[config.mk]
export PLATFORM = sky130hd
export DESIGN_NAME = eight_bit_cpu_exec_subset
export DESIGN_NICKNAME = d
export VERILOG_FILES = /design/src/hw/rtl/ecpu_pkg.sv /design/src/hw/rtl/ecpu_exec.sv /design/src/hw/rtl/ecpu_state.sv /design/src/hw/rtl/eight_bit_cpu_exec_subset.sv
export VERILOG_INCLUDE_DIRS = /design/src /design/src/hw/rtl
export SDC_FILE = /design/constraint.sdc
export NUM_CORES = 1
export LEC_CHECK = 0
export BUFFER_PORTS_ARGS = -buffer_cell sky130_fd_sc_hd__buf_4
export CAP_MARGIN = 10
export CORE_ASPECT_RATIO = 1.4
export CORE_MARGIN = 2
export CORE_UTILIZATION = 47
export CTS_CLUSTER_SIZE = 20
export DETAILED_ROUTE_END_ITERATION = 8
export PLACE_DENSITY = 0.69
export SYNTH_ARGS = -nofsm -noshare
export SYNTH_HDL_FRONTEND = slang
export SYNTH_SLANG_ARGS = --single-unit
[constraint.sdc]
create_clock -name clk -period 4.4 [get_ports clk]
set_clock_uncertainty 0.05 [all_clocks]
set_input_delay 0.44 -clock clk [delete_from_list [all_inputs] [get_ports clk]]
set_output_delay 0.44 -clock clk [all_outputs]
set_load 0.02 [all_outputs]
[src/hw/rtl/eight_bit_cpu_exec_subset_assert.svh]
// Assertion macros shared by the instruction executor RTL.
// Needs a clock named clk and an active-high reset named rst in the including scope.
`ifndef EIGHT_BIT_CPU_EXEC_SUBSET_ASSERT_SVH
`define EIGHT_BIT_CPU_EXEC_SUBSET_ASSERT_SVH

// Same-cycle implication, checked outside reset.
`define ECPU_ASSERT(lbl, ante, cons, msg) \
  lbl: assert property (@(posedge clk) disable iff (rst) (ante) |-> (cons)) \
    else $error(msg);

// Next-cycle implication, checked outside reset.
`define ECPU_ASSERT_NEXT(lbl, ante, cons, msg) \
  lbl: assert property (@(posedge clk) disable iff (rst) (ante) |=> (cons)) \
    else $error(msg);

`endif

[src/hw/rtl/ecpu_pkg.sv]
// Shared types and opcode constants for the eight-bit CPU instruction executor.
// No dependencies; used by every RTL module of the block.
package ecpu_pkg;

  // Register operand codes as they appear in opcode bits [5:3] and [2:0].
  typedef enum logic [2:0] {
    R_B = 3'd0,
    R_C = 3'd1,
    R_D = 3'd2,
    R_E = 3'd3,
    R_H = 3'd4,
    R_L = 3'd5,
    R_M = 3'd6,
    R_A = 3'd7
  } reg_code_t;

  // Instruction classes after decode.
  typedef enum logic [3:0] {
    K_NOP,
    K_DJNZ,
    K_JR,
    K_JRCC,
    K_LDI,
    K_INC,
    K_DEC,
    K_LDR,
    K_ADD,
    K_SUB,
    K_BAD
  } op_kind_t;

  // Exact opcodes.
  localparam logic [7:0] OP_NOP  = 8'h00;
  localparam logic [7:0] OP_DJNZ = 8'h10;
  localparam logic [7:0] OP_JR   = 8'h18;
  localparam logic [7:0] OP_HALT = 8'h76;

  // Opcode group masks and match values.
  localparam logic [7:0] MASK_JRCC  = 8'hE7;
  localparam logic [7:0] MATCH_JRCC = 8'h20;
  localparam logic [7:0] MASK_RY    = 8'hC7;
  localparam logic [7:0] MATCH_LDI  = 8'h06;
  localparam logic [7:0] MATCH_INC  = 8'h04;
  localparam logic [7:0] MATCH_DEC  = 8'h05;
  localparam logic [7:0] MASK_TOP2  = 8'hC0;
  localparam logic [7:0] MATCH_LDR  = 8'h40;
  localparam logic [7:0] MASK_TOP5  = 8'hF8;
  localparam logic [7:0] MATCH_ADD  = 8'h80;
  localparam logic [7:0] MATCH_SUB  = 8'h90;

  // Jump condition codes from opcode bits [4:3].
  localparam logic [1:0] CC_NZ = 2'd0;
  localparam logic [1:0] CC_Z  = 2'd1;
  localparam logic [1:0] CC_NC = 2'd2;
  localparam logic [1:0] CC_C  = 2'd3;

  // Overflow trigger values for INC and DEC.
  localparam logic [7:0] INC_OVF_VAL = 8'h7F;
  localparam logic [7:0] DEC_OVF_VAL = 8'h80;

  // Stored flags; bits 5 and 3 of the flag byte are always zero and not kept.
  typedef struct packed {
    logic s;
    logic z;
    logic h;
    logic pv;
    logic n;
    logic c;
  } flags_t;

  // Architectural state.
  typedef struct packed {
    logic [15:0] pc;
    logic [7:0]  b;
    logic [7:0]  c;
    logic [7:0]  d;
    logic [7:0]  e;
    logic [7:0]  h;
    logic [7:0]  l;
    logic [7:0]  a;
    flags_t      f;
  } arch_t;

  // Outcome of one instruction: new state plus side effects.
  typedef struct packed {
    arch_t      arch;
    logic       mem_write;
    logic [7:0] mem_wdata;
    logic       status;
  } exec_res_t;

endpackage

[src/hw/rtl/ecpu_exec.sv]
// Combinational decode and execute of one instruction against the current state.
// Depends on ecpu_pkg for state, result and opcode definitions.
module ecpu_exec (
  input  ecpu_pkg::arch_t     arch,
  input  logic [7:0]          cmd,
  input  logic [7:0]          imm_byte,
  input  logic [7:0]          hl_byte,
  output ecpu_pkg::exec_res_t res
);

  // Operand read by register code; the memory code returns the byte at HL.
  function automatic logic [7:0] read_r(ecpu_pkg::arch_t st, ecpu_pkg::reg_code_t code,
                                        logic [7:0] hlb);
    logic [7:0] v;
    unique case (code)
      ecpu_pkg::R_B: v = st.b;
      ecpu_pkg::R_C: v = st.c;
      ecpu_pkg::R_D: v = st.d;
      ecpu_pkg::R_E: v = st.e;
      ecpu_pkg::R_H: v = st.h;
      ecpu_pkg::R_L: v = st.l;
      ecpu_pkg::R_M: v = hlb;
      ecpu_pkg::R_A: v = st.a;
    endcase
    return v;
  endfunction

  ecpu_pkg::op_kind_t  kind;
  ecpu_pkg::reg_code_t y_code;
  ecpu_pkg::reg_code_t z_code;
  ecpu_pkg::arch_t     nxt;
  logic [7:0]  src_y;
  logic [7:0]  src_z;
  logic [7:0]  inc_val;
  logic [7:0]  dec_val;
  logic [7:0]  djnz_b;
  logic [8:0]  add_sum;
  logic [8:0]  sub_diff;
  logic [4:0]  add_nib;
  logic [15:0] pc_two;
  logic [15:0] target;
  logic        cc_true;
  logic        wr_en;
  logic [7:0]  wr_val;
  logic        mem_write;
  logic [7:0]  mem_wdata;
  logic        status;

  assign y_code = ecpu_pkg::reg_code_t'(cmd[5:3]);
  assign z_code = ecpu_pkg::reg_code_t'(cmd[2:0]);

  // Instruction class decode, in priority order.
  always_comb begin
    if (cmd == ecpu_pkg::OP_NOP) begin
      kind = ecpu_pkg::K_NOP;
    end else if (cmd == ecpu_pkg::OP_DJNZ) begin
      kind = ecpu_pkg::K_DJNZ;
    end else if (cmd == ecpu_pkg::OP_JR) begin
      kind = ecpu_pkg::K_JR;
    end else if ((cmd & ecpu_pkg::MASK_JRCC) == ecpu_pkg::MATCH_JRCC) begin
      kind = ecpu_pkg::K_JRCC;
    end else if ((cmd & ecpu_pkg::MASK_RY) == ecpu_pkg::MATCH_LDI) begin
      kind = ecpu_pkg::K_LDI;
    end else if ((cmd & ecpu_pkg::MASK_RY) == ecpu_pkg::MATCH_INC) begin
      kind = ecpu_pkg::K_INC;
    end else if ((cmd & ecpu_pkg::MASK_RY) == ecpu_pkg::MATCH_DEC) begin
      kind = ecpu_pkg::K_DEC;
    end else if ((cmd & ecpu_pkg::MASK_TOP2) == ecpu_pkg::MATCH_LDR &&
                 cmd != ecpu_pkg::OP_HALT) begin
      kind = ecpu_pkg::K_LDR;
    end else if ((cmd & ecpu_pkg::MASK_TOP5) == ecpu_pkg::MATCH_ADD) begin
      kind = ecpu_pkg::K_ADD;
    end else if ((cmd & ecpu_pkg::MASK_TOP5) == ecpu_pkg::MATCH_SUB) begin
      kind = ecpu_pkg::K_SUB;
    end else begin
      kind = ecpu_pkg::K_BAD;
    end
  end

  // Operands, ALU results and branch target, all computed in parallel.
  assign src_y    = read_r(arch, y_code, hl_byte);
  assign src_z    = read_r(arch, z_code, hl_byte);
  assign inc_val  = src_y + 8'd1;
  assign dec_val  = src_y - 8'd1;
  assign djnz_b   = arch.b - 8'd1;
  assign add_sum  = {1'b0, arch.a} + {1'b0, src_z};
  assign sub_diff = {1'b0, arch.a} - {1'b0, src_z};
  assign add_nib  = {1'b0, arch.a[3:0]} + {1'b0, src_z[3:0]};
  assign pc_two   = arch.pc + 16'd2;
  assign target   = pc_two + {{8{imm_byte[7]}}, imm_byte};

  // Jump condition test.
  always_comb begin
    case (cmd[4:3])
      ecpu_pkg::CC_NZ: cc_true = !arch.f.z;
      ecpu_pkg::CC_Z:  cc_true = arch.f.z;
      ecpu_pkg::CC_NC: cc_true = !arch.f.c;
      ecpu_pkg::CC_C:  cc_true = arch.f.c;
      default:         cc_true = 1'b0;
    endcase
  end

  // Execute: next state, register write-back and memory write.
  always_comb begin
    nxt       = arch;
    nxt.pc    = arch.pc + 16'd1;
    wr_en     = 1'b0;
    wr_val    = 8'd0;
    mem_write = 1'b0;
    mem_wdata = 8'd0;
    status    = 1'b0;

    unique case (kind)
      ecpu_pkg::K_NOP: begin
      end
      ecpu_pkg::K_DJNZ: begin
        nxt.b  = djnz_b;
        nxt.pc = (djnz_b != 8'd0) ? target : pc_two;
      end
      ecpu_pkg::K_JR: begin
        nxt.pc = target;
      end
      ecpu_pkg::K_JRCC: begin
        nxt.pc = cc_true ? target : pc_two;
      end
      ecpu_pkg::K_LDI: begin
        wr_en  = 1'b1;
        wr_val = imm_byte;
        nxt.pc = pc_two;
      end
      ecpu_pkg::K_INC: begin
        wr_en    = 1'b1;
        wr_val   = inc_val;
        nxt.f.s  = inc_val[7];
        nxt.f.z  = (inc_val == 8'd0);
        nxt.f.h  = (src_y[3:0] == 4'hF);
        nxt.f.pv = (src_y == ecpu_pkg::INC_OVF_VAL);
        nxt.f.n  = 1'b0;
      end
      ecpu_pkg::K_DEC: begin
        wr_en    = 1'b1;
        wr_val   = dec_val;
        nxt.f.s  = dec_val[7];
        nxt.f.z  = (dec_val == 8'd0);
        nxt.f.h  = (src_y[3:0] == 4'h0);
        nxt.f.pv = (src_y == ecpu_pkg::DEC_OVF_VAL);
        nxt.f.n  = 1'b1;
      end
      ecpu_pkg::K_LDR: begin
        wr_en  = 1'b1;
        wr_val = src_z;
      end
      ecpu_pkg::K_ADD: begin
        nxt.a    = add_sum[7:0];
        nxt.f.s  = add_sum[7];
        nxt.f.z  = (add_sum[7:0] == 8'd0);
        nxt.f.h  = add_nib[4];
        nxt.f.pv = ~(arch.a[7] ^ src_z[7]) & (arch.a[7] ^ add_sum[7]);
        nxt.f.n  = 1'b0;
        nxt.f.c  = add_sum[8];
      end
      ecpu_pkg::K_SUB: begin
        nxt.a    = sub_diff[7:0];
        nxt.f.s  = sub_diff[7];
        nxt.f.z  = (sub_diff[7:0] == 8'd0);
        nxt.f.h  = (arch.a[3:0] < src_z[3:0]);
        nxt.f.pv = (arch.a[7] ^ src_z[7]) & (arch.a[7] ^ sub_diff[7]);
        nxt.f.n  = 1'b1;
        nxt.f.c  = sub_diff[8];
      end
      ecpu_pkg::K_BAD: begin
        status = 1'b1;
      end
      default: begin
        status = 1'b1;
      end
    endcase

    // Write-back to the destination register, or to memory at HL.
    if (wr_en) begin
      unique case (y_code)
        ecpu_pkg::R_B: nxt.b = wr_val;
        ecpu_pkg::R_C: nxt.c = wr_val;
        ecpu_pkg::R_D: nxt.d = wr_val;
        ecpu_pkg::R_E: nxt.e = wr_val;
        ecpu_pkg::R_H: nxt.h = wr_val;
        ecpu_pkg::R_L: nxt.l = wr_val;
        ecpu_pkg::R_M: begin
          mem_write = 1'b1;
          mem_wdata = wr_val;
        end
        ecpu_pkg::R_A: nxt.a = wr_val;
      endcase
    end
  end

  assign res.arch      = nxt;
  assign res.mem_write = mem_write;
  assign res.mem_wdata = mem_wdata;
  assign res.status    = status;

endmodule

[src/hw/rtl/ecpu_state.sv]
// Architectural register file: B, C, D, E, H, L, A, flags and PC.
// Depends on ecpu_pkg for the state structure.
module ecpu_state (
  input  logic            clk,
  input  logic            rst,
  input  logic            commit,
  input  ecpu_pkg::arch_t arch_next,
  output ecpu_pkg::arch_t arch
);

  // State advances once per executed instruction; reset clears everything.
  always_ff @(posedge clk) begin
    if (rst) begin
      arch <= '0;
    end else if (commit) begin
      arch <= arch_next;
    end
  end

endmodule

[src/hw/rtl/eight_bit_cpu_exec_subset.sv]
// Top level of the eight-bit CPU instruction executor: input register, executor, result register.
// Depends on ecpu_pkg, ecpu_exec, ecpu_state and eight_bit_cpu_exec_subset_assert.svh.
//
//   channel   direction  tdata fields (low bit up)                            tuser
//   s_axis    in         cmd, imm_byte, hl_byte                               -
//   m_axis    out        next_pc, mem_write, mem_wdata, acc_out, flags_out,   status
//                        bc_out, de_out, hl_out
//
// One instruction per cycle while the output is not stalled; each input transfer passes
// through the input register, then is executed into the result register and the register file.
// The execute step is a single pass of decode, 8-bit ALU and 16-bit branch adder.
// Reset clears the register file, flags and PC to zero and empties both registers.
// A stalled output holds its result; a new input is still taken while the input register
// is empty or is moving into the result register in the same cycle.
`include "eight_bit_cpu_exec_subset_assert.svh"

module eight_bit_cpu_exec_subset (
  input  logic        clk,
  input  logic        rst,
  input  logic        s_axis_tvalid,
  output logic        s_axis_tready,
  input  logic [23:0] s_axis_tdata,  // cmd[7:0], imm_byte[15:8], hl_byte[23:16]
  output logic        m_axis_tvalid,
  input  logic        m_axis_tready,
  // next_pc[15:0], mem_write[16], mem_wdata[24:17], acc_out[32:25], flags_out[40:33],
  // bc_out[56:41], de_out[72:57], hl_out[88:73], zero fill [95:89]
  output logic [95:0] m_axis_tdata,
  output logic        m_axis_tuser   // status
);

  logic                in_valid;
  logic [7:0]          in_cmd;
  logic [7:0]          in_imm;
  logic [7:0]          in_hlb;
  logic                out_valid;
  logic [15:0]         out_npc;
  logic                out_mem_write;
  logic [7:0]          out_mem_wdata;
  logic [7:0]          out_acc;
  logic [7:0]          out_flags;
  logic [15:0]         out_bc;
  logic [15:0]         out_de;
  logic [15:0]         out_hl;
  logic                out_status;
  logic                s_fire;
  logic                m_fire;
  logic                commit;
  ecpu_pkg::arch_t     arch;
  ecpu_pkg::exec_res_t res;

  // Handshake control: execute when the result register is free or draining.
  assign commit        = in_valid && (!out_valid || m_axis_tready);
  assign s_axis_tready = !in_valid || commit;
  assign s_fire        = s_axis_tvalid && s_axis_tready;
  assign m_fire        = m_axis_tvalid && m_axis_tready;

  // Input register valid.
  always_ff @(posedge clk) begin
    if (rst) begin
      in_valid <= 1'b0;
    end else if (s_fire) begin
      in_valid <= 1'b1;
    end else if (commit) begin
      in_valid <= 1'b0;
    end
  end

  // Input register payload.
  always_ff @(posedge clk) begin
    if (s_fire) begin
      in_cmd <= s_axis_tdata[7:0];
      in_imm <= s_axis_tdata[15:8];
      in_hlb <= s_axis_tdata[23:16];
    end
  end

  ecpu_exec u_exec (
    .arch     (arch),
    .cmd      (in_cmd),
    .imm_byte (in_imm),
    .hl_byte  (in_hlb),
    .res      (res)
  );

  ecpu_state u_state (
    .clk       (clk),
    .rst       (rst),
    .commit    (commit),
    .arch_next (res.arch),
    .arch      (arch)
  );

  // Result register valid.
  always_ff @(posedge clk) begin
    if (rst) begin
      out_valid <= 1'b0;
    end else if (commit) begin
      out_valid <= 1'b1;
    end else if (m_fire) begin
      out_valid <= 1'b0;
    end
  end

  // Result register payload; flag byte keeps bits 5 and 3 at zero.
  always_ff @(posedge clk) begin
    if (commit) begin
      out_npc       <= res.arch.pc;
      out_mem_write <= res.mem_write;
      out_mem_wdata <= res.mem_wdata;
      out_acc       <= res.arch.a;
      out_flags     <= {res.arch.f.s, res.arch.f.z, 1'b0, res.arch.f.h, 1'b0,
                        res.arch.f.pv, res.arch.f.n, res.arch.f.c};
      out_bc        <= {res.arch.b, res.arch.c};
      out_de        <= {res.arch.d, res.arch.e};
      out_hl        <= {res.arch.h, res.arch.l};
      out_status    <= res.status;
    end
  end

  // Output packing.
  assign m_axis_tvalid = out_valid;
  assign m_axis_tuser  = out_status;
  assign m_axis_tdata  = {7'd0, out_hl, out_de, out_bc, out_flags, out_acc,
                          out_mem_wdata, out_mem_write, out_npc};

  // The input side stalls only when an instruction waits behind a blocked result.
  `ECPU_ASSERT(a_ready_stall, !s_axis_tready, in_valid && out_valid && !m_axis_tready, "input stalled without a blocked result")

  // The stored PC always matches the PC reported with the latest result.
  `ECPU_ASSERT_NEXT(a_pc_follows, commit, arch.pc == out_npc, "stored PC differs from reported next PC")

  // An unsupported opcode leaves registers and flags alone.
  `ECPU_ASSERT_NEXT(a_bad_keeps, commit && res.status, arch.a == $past(arch.a) && arch.b == $past(arch.b) && arch.h == $past(arch.h) && arch.l == $past(arch.l) && arch.f == $past(arch.f), "unsupported opcode changed state")

  // An unsupported opcode never writes memory.
  `ECPU_ASSERT(a_bad_no_write, out_valid && out_status, !out_mem_write, "memory write reported for unsupported opcode")

endmodule

Word level (Yosys, flattened, before mapping)
Index checks and enable logic that the tools add are counted.
Word-level totals
  flip-flop bits (word level): 192
  output and inout port bits: 99
  input bits: 28
  word-level logic and storage cells: 145
Operators by class
  reduce and logical (&&, ||, !) cells: 26
  add/sub/neg operators: 9
  bitwise operators: 6
  mux-type cells: 36
  magnitude comparators: 1
  equality and inequality tests: 39
Operators with widths (number)
  one-hot mux 8 bit (8 select lines): 2
  2-to-1 mux 8 bit: 8
  one-hot mux 16 bit (4 select lines): 1
  2-to-1 mux 56 bit: 1
  logical NOT 8 bit: 5
  2-to-1 mux 4 bit: 9
  2-to-1 mux 16 bit: 2
  one-hot mux 8 bit (4 select lines): 1
  == test 3 bit, second input constant: 8
  one-hot mux 5 bit (4 select lines): 1
  adder 16 x 1 -> 16 bit, second input constant: 1
  adder 16 bit: 1
  adder 16 x 2 -> 16 bit, second input constant: 1
  == test 4 x 3 -> 1 bit, second input constant: 4
  == test 8 x 5 -> 1 bit, second input constant: 2
  one-hot mux 8 bit (2 select lines): 1
  subtractor 8 x 1 -> 8 bit, second input constant: 2
  == test 5 x 3 -> 1 bit, second input constant: 3
  == test 3 x 2 -> 1 bit, second input constant: 4
  == test 4 bit, second input constant: 3
  == test 5 bit, second input constant: 2
  OR reduction 10 bit: 1
  adder 8 x 8 -> 9 bit: 1
  subtractor 8 x 8 -> 9 bit: 1
  29 further kinds: 52

Longest topological paths before layout
Gate-level depths: netlist (run 1).
  depth after elaboration: 15
  mapped depth: 18
  gate-level depth less buffers: 16

By module
A second synthesis (run 1) with hierarchy kept.
Second synthesis, totals
  cells, all modules: 1166
  area total of the unflattened synthesis: 11507.3 µm²
By module, submodules not included
  ecpu_exec: times used 1, area an instance 5191.2 µm², cells an instance 781, sequential area each 0.0 µm²
  eight_bit_cpu_exec_subset: times used 1, area an instance 3545.9 µm², cells an instance 133, sequential area each 3403.3 µm²
  ecpu_state: times used 1, area an instance 2770.2 µm², cells an instance 252, sequential area each 1561.5 µm²

Least setup slack after synthesis (run 1)
OpenSTA, ideal clock, no wires.
  path type: register to register
  start: reg out_valid (netlist: m_axis_tvalid)
  end: reg out_status (netlist: m_axis_tuser), enable pin
  buffers on the path: 3
  library setup time: 0.486 ns
  stages on the path, launching flop included: 7
  slack: 0.063 ns
  data required time: 3.864 ns
  period minus slack after synthesis: 4.337 ns
  data arrival time: 3.801 ns
  cell sequence: dfxtp_1 nor2b_1 nand2b_1 clkbuf_1 inv_1 clkbuf_1 buf_1
Between the ends
  cells in the longest elaborated chain, start to end: 3
Ends and longest elaborated chain
  from (decl): line eight_bit_cpu_exec_subset.sv:35  | logic out_valid;
  from (signal assigned): line eight_bit_cpu_exec_subset.sv:96  | out_valid <= 1'b0;
  from (signal assigned): line eight_bit_cpu_exec_subset.sv:98  | out_valid <= 1'b1;
  from (signal assigned): line eight_bit_cpu_exec_subset.sv:100  | out_valid <= 1'b0;
  logical NOT 1 bit: line eight_bit_cpu_exec_subset.sv:52  | assign commit = in_valid && (!out_valid || m_axis_tready);
  logical OR 1 bit: line eight_bit_cpu_exec_subset.sv:52
  logical AND 1 bit: line eight_bit_cpu_exec_subset.sv:52
  via commit: line eight_bit_cpu_exec_subset.sv:47  | logic commit;
  to (signal assigned): line eight_bit_cpu_exec_subset.sv:116  | out_status <= res.status;
  to (decl): line eight_bit_cpu_exec_subset.sv:44  | logic out_status;
The timed path passes the listed nets, and every way through them passes these cells.
A chain may end at the register's enable or synchronous reset.

Worst setup path after layout (run 1)
  start: reg in_cmd[1]
  end: reg, netlist name u_state.arch[4]
Between the ends
  cells in the longest elaborated chain, start to end: 12
  elaborated cells on any way between the ends: 35
  those cells by class: add/sub (2); eq/ne (18); mux (10); reduce/logical (5)
Ends and longest elaborated chain
  from (decl): line eight_bit_cpu_exec_subset.sv:32  | logic [7:0] in_cmd;
  from (signal assigned): line eight_bit_cpu_exec_subset.sv:71  | in_cmd <= s_axis_tdata[7:0];
  inequality test 8 x 7 -> 1 bit: line ecpu_exec.sv:69  | cmd != ecpu_pkg::OP_HALT) begin
  logical AND 1 bit: line ecpu_exec.sv:68  | end else if ((cmd & ecpu_pkg::MASK_TOP2) == ecpu_pkg::MATCH_LDR &&
  2-to-1 mux 4 bit: line ecpu_exec.sv:68
  2-to-1 mux 4 bit: line ecpu_exec.sv:66  | end else if ((cmd & ecpu_pkg::MASK_RY) == ecpu_pkg::MATCH_DEC) begin
  2-to-1 mux 4 bit: line ecpu_exec.sv:64  | end else if ((cmd & ecpu_pkg::MASK_RY) == ecpu_pkg::MATCH_INC) begin
  2-to-1 mux 4 bit: line ecpu_exec.sv:62  | end else if ((cmd & ecpu_pkg::MASK_RY) == ecpu_pkg::MATCH_LDI) begin
  2-to-1 mux 4 bit: line ecpu_exec.sv:60  | end else if ((cmd & ecpu_pkg::MASK_JRCC) == ecpu_pkg::MATCH_JRCC) begin
  2-to-1 mux 4 bit: line ecpu_exec.sv:58  | end else if (cmd == ecpu_pkg::OP_JR) begin
  2-to-1 mux 4 bit: line ecpu_exec.sv:56  | end else if (cmd == ecpu_pkg::OP_DJNZ) begin
  2-to-1 mux 4 bit: line ecpu_exec.sv:54  | if (cmd == ecpu_pkg::OP_NOP) begin
  == test 4 bit / == test 4 x 3 -> 1 bit (equally long branches): line ecpu_exec.sv:113  | unique case (kind)
  one-hot mux 5 bit (4 select lines) (*): line ecpu_exec.sv:113
Every way passes the cells marked *; elsewhere a longest branch is shown, timed or not.

==> flow_summary.json, run 1 <==
{
  "status": "finished clean",
  "slew_headroom": 0.272,
  "peakVddDrop_mv": 0.352,
  "synth_ff_type": "edfxtp_1",
  "clk_pin_slew_ns": 0.08,
  "busiest_layer": "met2",
  "grt_pass1_vias": 9820,
  "netlist_instances": 1285,
  "dr.pass1.iters": 5,
  "gr-usage-met2": 0.514,
  "clock_sinks": 192,
  "slew_viol_final": 0,
  "p_seq_frac": 0.471,
  "synthArstFlopShare": 0,
  "gp_congestion": 0.976,
  "finalPower_mw": 4.34,
  "ys_seq_elements": 192,
  "clockPowerShare": 0.356,
  "core_area_sq_mm": 0.0246,
  "rrSetupSlack_ns": 0.35,
  "synth_seq_area_share": 0.422,
  "grt_overflow": 0,
  "drc": 0,
  "viasPerCell": 6.00,
  "cts_max_level": 4,
  "num_io_pins": 127,
  "worstSetupPathType": "reg2reg",
  "setup_tns_ns": 0,
  "die_w_um": 138,
  "p_sw_mw": 1.29,
  "yosys-top-cells-area": "edfxtp_1, dfxtp_1, nor2_1",
  "synth_edf_count": 112,
  "synth_top_area_share": 0.286,
  "synth_warnings": 0,
  "nNetsFinal": 1471,
  "fmax_mhz": 247,
  "period_needed_ns": 4.05,
  "grt_pass1_wl_um": 56300,
  "hpwl_um": 27400,
  "cts_root_buf": "clkbuf_16",
  "syn_to_final_growth_pct": 16.4,
  "rsz0062_at_grt": "no",
  "die-height_um": 191,
  "die_area_sq_mm": 0.0263,
  "ctsHoldBuffers": 0,
  "insertion_delay_ns": 0.46,
  "wl_per_cell_um": 21.5,
  "io_buffers": 117,
  "first_iter_violations": 990,
  "synth_top_area_cell": "edfxtp_1",
  "netlist_area_sq_mm": 0.0118,
  "synth_cell_types": 98,
  "placementRows": 68,
  "p_int_mw": 3.04,
  "cap_violations": 0,
  "cts_tree": "done",
  "grt_antenna_before_repair": 0,
  "cp-start-kind": "register",
  "drive_gt1_frac": 0.188,
  "vias": 10300,
  "end_kind": "register",
  "grt_use_total": 0.287,
  "cp_max_fo": 16,
  "use_met3": 0.0358,
  "wl_um": 37000,
  "hold_depth": 1,
  "placed_cell_area_sq_mm": 0.0131,
  "grt_max_degree": 78,
  "finalCritPeriodShare": 0.921,
  "ant_nets": 0,
  "setup_violations": 0,
  "critPathRequiredTime_ns": 4.72,
  "clock_path_buffers": 2,
  "powerDensity_mw_per_mm2": 317,
  "initial_core_util": 0.478,
  "reg2reg_depth": 16,
  "grtUsageMet1": 0.335,
  "power_frac_comb": 0.173,
  "swShare": 0.298,
  "avgSynthCellArea_sq_um": 9.15,
  "diodes": 0,
  "hp-class": "in2reg",
  "hold_violations": 0,
  "synth_common_cells": "nor2_1, a21oi_1, edfxtp_1, nand2_1, dfxtp_1",
  "worstMarginPinSlew_ns": 1.08,
  "post-synth-top-count-cell": "nor2_1",
  "cp.arrival_ns": 4.38,
  "final_area_sq_mm": 0.0137,
  "finish.utilization": 0.557,
  "cts_buffers": 17,
  "leakage_nw": 5.27
}
repair_timing:
action / 4_1_cts / 5_1_grt
buffers inserted: 0 / 1
resized for setup: 0 / 1
endpoints found under the setup margin: 0 / 6
through the flow:
step / worst slack (ns) / std cells / hold slack (ns)
6_report: 0.346 / 1725 / 0.105
5_1_grt: 0.0488 / 1725 / 0.0949
4_1_cts: 0.189 / 1724 / 0.0950
3_5_place_dp: 0.219 / 1692 / 0.401
3_3_place_gp: 0.294 / 1692 / 0.393
2_1_floorplan: 0.0632 / 1293 / 0.387
power by group through the flow:
stage               Clock, mW  Combinational (mW)  Sequential, mW
finish                   1.54               0.753            2.04
global route             1.63               0.814            2.05
CTS                      1.57               0.741            2.04
detailed placement          0               0.737            2.08
global placement            0               0.733            2.08
floorplan                   0               0.461            2.11
logic make-up after synthesis:
family / Yosys count / synth area share
mux: 30 / 0.0335
buf+inv: 139 / 0.0543
fa+ha+maj: 46 / 0.0509
xor+xnor: 66 / 0.0492
other cells: 1 / 0.000319
flops: 192 / 0.422
simple gates: 461 / 0.184
compound gates: 350 / 0.205
final timing paths:
check              startpoint              end
max                 in_cmd[1]  u_state.arch[4]
min          s_axis_tdata[13]        in_imm[5]
max reg2reg         in_cmd[1]  u_state.arch[4]
min reg2reg   u_state.arch[3]  u_state.arch[3]
sequential cells by signal, indices dropped and copies added (netlist names):
name and flops:
u_state.arch 78, in_valid 1, in_hlb 8, out_flags 6, m_axis_tuser 1, in_imm 8
out_acc 8, out_bc 16, m_axis_tvalid 1, out_de 16, out_mem_wdata 8, out_npc 16
out_mem_write 1, out_hl 16, in_cmd 8
layout make-up:
cell class | instances | area (sq um)
Tap cell | 315 | 394
Clock inverter | 13 | 120
Clock buffer | 19 | 453
Fill cell | 2183 | 10900
Multi-Input combinational cell | 962 | 6200
Timing Repair Buffer | 182 | 1390
Sequential cell | 192 | 4960
Inverter | 42 | 160
layer usage:
metal  part of all wire  routed length, um
met5                  0                  0
met3              0.043               1580
met1               0.39              14600
met2               0.52              19200
met4              0.044               1640
critical path: stages (launching register included):
cell and delay, ns:
edfxtp_1 0.42, buf_4 0.22, nor2b_1 0.18, a22o_1 0.25, a221oi_1 0.23, o21ai_0 0.14, o21a_1 0.21, fa_1 0.45
a21o_1 0.19, a21oi_1 0.25, nor2_1 0.10, nor4_1 0.25, nor3_2 0.10, or4b_1 0.51, o311ai_0 0.15, nor4_1 0.09
nor3_1 0.18
layout by cell type, fill, tap and decap left out, drive strengths merged, types with 9 or more instances in the layout:
master	n
nor2	188
buf	182
a21oi	117
edfxtp	112
nand2	99
dfxtp	80
inv	49
a211oi	46
o21ai	45
ha	43
xnor2	42
nand3	34
nor3	31
xor2	24
nor2b	19
mux2i	19
clkbuf	19
nand2b	17
a22oi	14
nand4	13
a21o	12
a221oi	12
o22ai	11
and3	10
o21a	10
conb	9
Power figures use the tool's default switching activity.
==> run 2, diff against run 1 <==
--- a/config.mk
+++ b/config.mk
@@ -6,6 +6,7 @@
 export SDC_FILE = /design/constraint.sdc
 export NUM_CORES = 1
 export LEC_CHECK = 0
+export ABC_AREA = 1
 export BUFFER_PORTS_ARGS = -buffer_cell sky130_fd_sc_hd__buf_4
 export CAP_MARGIN = 10
 export CORE_ASPECT_RATIO = 1.4
@@ -13,6 +14,7 @@
 export CORE_UTILIZATION = 47
 export CTS_CLUSTER_SIZE = 20
 export DETAILED_ROUTE_END_ITERATION = 8
+export GPL_TIMING_DRIVEN = 0
 export PLACE_DENSITY = 0.69
 export SYNTH_ARGS = -nofsm -noshare
 export SYNTH_HDL_FRONTEND = slang
==> flow_summary.json, run 2 <==
{
  "nNetsFinal": 1847,
  "powerDensity_mw_per_mm2": 348,
  "setup_violations": 0,
  "clk_pin_slew_ns": 0.08,
  "netlist_area_sq_mm": 0.0122,
  "avgSynthCellArea_sq_um": 7.49,
  "synth_edf_count": 112,
  "period_needed_ns": 4.27,
  "setup_tns_ns": 0,
  "synth_warnings": 0,
  "num_io_pins": 127,
  "syn_to_final_growth_pct": 16.1,
  "wl_per_cell_um": 21.8,
  "cp-start-kind": "register",
  "leakage_nw": 6.66,
  "wl_met3_um": 2840,
  "cap_violations": 0,
  "grt_max_degree": 59,
  "io_buffers": 117,
  "core_area_sq_mm": 0.0255,
  "grt_use_total": 0.334,
  "grt_antenna_before_repair": 0,
  "clock_sinks": 192,
  "regToRegEndpoint": "out_acc[7]",
  "die-height_um": 195,
  "slowest_stage": "ha_1",
  "synth_ff_type": "edfxtp_1",
  "routed-wl-met2_um": 23100,
  "drc": 11,
  "hp-start": "s_axis_tdata[14]",
  "ys_seq_elements": 192,
  "largest_reg_flops": 78,
  "crit_buf_inv": 5,
  "slew_headroom": 0.239,
  "post-synth-top-count-cell": "nand2_1",
  "grt_pass1_wl_um": 68300,
  "peakVddDrop_mv": 0.269,
  "final_area_sq_mm": 0.0142,
  "worstMarginPinSlew_ns": 1.14,
  "reg2reg_depth": 21,
  "finalCritPeriodShare": 0.970,
  "end_kind": "register",
  "place_inst": 2073,
  "placementRows": 69,
  "dr.pass1.iters": 8,
  "hpwl_um": 35900,
  "hold_depth": 1,
  "crit_path_max_incr_delay_ns": 0.42,
  "hold_violations": 0,
  "grt_pass1_vias": 11600,
  "placed_cell_area_sq_mm": 0.0135,
  "cts_max_level": 4,
  "synthArstFlopShare": 0,
  "cp.arrival_ns": 4.43,
  "crit_family": "compound AO/OA/AOI/OAI gates",
  "wl_um": 45800,
  "cts_buffers": 17,
  "path_cells": "buf_2 > nor2_2 > clkbuf_2 > nand3_1 > o21ai_0 > a211oi_1 > nand4_1 > o21ai_1 > inv_1 > ha_1 > inv_1 > nand2_1 > nand2_1 > a221oi_1 > nand3_1 > nand2_1 > o22ai_1 > a21oi_1 > nand2_1 > nand2_1 > inv_1",
  "netlist_instances": 1628,
  "synth_common_cells": "nand2_1, inv_1, nor2_1, o21ai_0, a21oi_1",
  "drt-met1-wl_um": 16700,
  "synth_cell_types": 51,
  "cp_common_cell": "nand2_1",
  "ant_nets": 0,
  "initial_core_util": 0.479,
  "min_to": "in_imm[6]",
  "insertion_delay_ns": 0.46,
  "routed.top_layer": "met4",
  "grt_overflow": 0,
  "seqCellArea_sq_mm": 0.00496,
  "hp-class": "in2reg",
  "fill_cells": 2460,
  "gp_congestion": 1.03,
  "synth_seq_area_share": 0.407,
  "layout_commonest_cell": "nand2_1",
  "vias": 12100,
  "rr_startpoint": "in_cmd[0]",
  "slew_viol_final": 0,
  "synth_top_area_cell": "edfxtp_1",
  "drive_gt1_frac": 0.137,
  "first_iter_violations": 1033,
  "rrSetupSlack_ns": 0.13,
  "finalNonFillerCells": 2105,
  "regMostFlops": "u_state.arch",
  "diodes": 0,
  "cp_max_fo": 10,
  "fmax_mhz": 234,
  "violations": "design-rule violations",
  "die_w_um": 140,
  "synth_top_area_share": 0.276,
  "worstSetupPathType": "reg2reg",
  "mostFrequentLayoutCells": "nand2_1, inv_1, nor2_1",
  "finish.utilization": 0.556,
  "die_area_sq_mm": 0.0273,
  "cts_root_buf": "clkbuf_16",
  "viasPerCell": 5.75,
  "yosys-top-cells-area": "edfxtp_1, dfxtp_1, nand2_1",
  "multi_input_area_sq_mm": 0.00601,
  "path_depth": 21,
  "clock_path_buffers": 2,
  "status": "complete, but fails checks",
  "cts_tree": "done",
  "critPathRequiredTime_ns": 4.56
}
[run 2: cell types whose count changed after synthesis, sizes merged, moves of 15 or more]
cell    change
nand4      +35
o21ai     +119
nand2b     -15
a211oi     -40
nand3      +52
nor2b      -19
mux2i      -19
inv       +207
clkbuf     -22
nand2     +217
nor3       -23
xnor2      -29
o21bai     +22
[run 2: worst max path at each step]
stage,startpoint,end
2_1_floorplan,m_axis_tready,m_axis_tuser
3_3_place_gp,m_axis_tready,u_state.arch[29]
3_5_place_dp,in_cmd[0],out_acc[6]
4_1_cts,in_cmd[2],out_acc[7]
5_1_grt,in_cmd[2],out_acc[7]
6_report,in_cmd[0],out_acc[7]
[run 2: final cells by class]
type | instances | share of cell area
Inverter | 248 | 0.0657
Tap cell | 319 | 0.0282
Timing Repair Buffer | 120 | 0.0650
Clock inverter | 14 | 0.0114
Buffer | 66 | 0.0241
Clock buffer | 18 | 0.0303
Sequential cell | 192 | 0.351
Multi-Input combinational cell | 1128 | 0.425
[run 2: layer usage]
metal  track usage  up-vias
met3        0.0473      170
li1              -     5710
met2         0.608      553
met1         0.369     5677
met5             0        -
met4         0.195        0
[run 2: where the power goes]
group / switching [mW] / internal [mW]
Sequential: 0.106 / 2.03
Clock: 0.803 / 0.816
Combinational: 0.800 / 0.375
Total: 1.71 / 3.22
[run 2: cells by family after synthesis]
| family | count (synthesis) | synth area share |
|---|---|---|
| fa+ha+maj | 46 | 0.0490 |
| buf+inv | 316 | 0.105 |
| xor+xnor | 46 | 0.0330 |
| flops | 192 | 0.407 |
| simple gates | 647 | 0.232 |
| compound gates | 380 | 0.174 |
| other cells | 1 | 0.000308 |
[run 2: repair_timing]
item / 4_1_cts / 5_1_grt
setup buffers: 0 / 2
pin swaps: 0 / 1
setup endpoints to repair: 10 / 14
gates resized for setup: 1 / 11
hold buffers: 0 / 0
[run 2: per-stage QoR]
step	hold WS, ns	power, mW	setup WS [ns]
6_report	0.0951	4.93	0.130
5_1_grt	0.0922	5.11	-0.0273
4_1_cts	0.0942	4.91	0.00216
3_5_place_dp	0.446	3.32	-0.105
3_3_place_gp	0.441	3.31	-1.92
2_1_floorplan	0.426	2.90	0.157
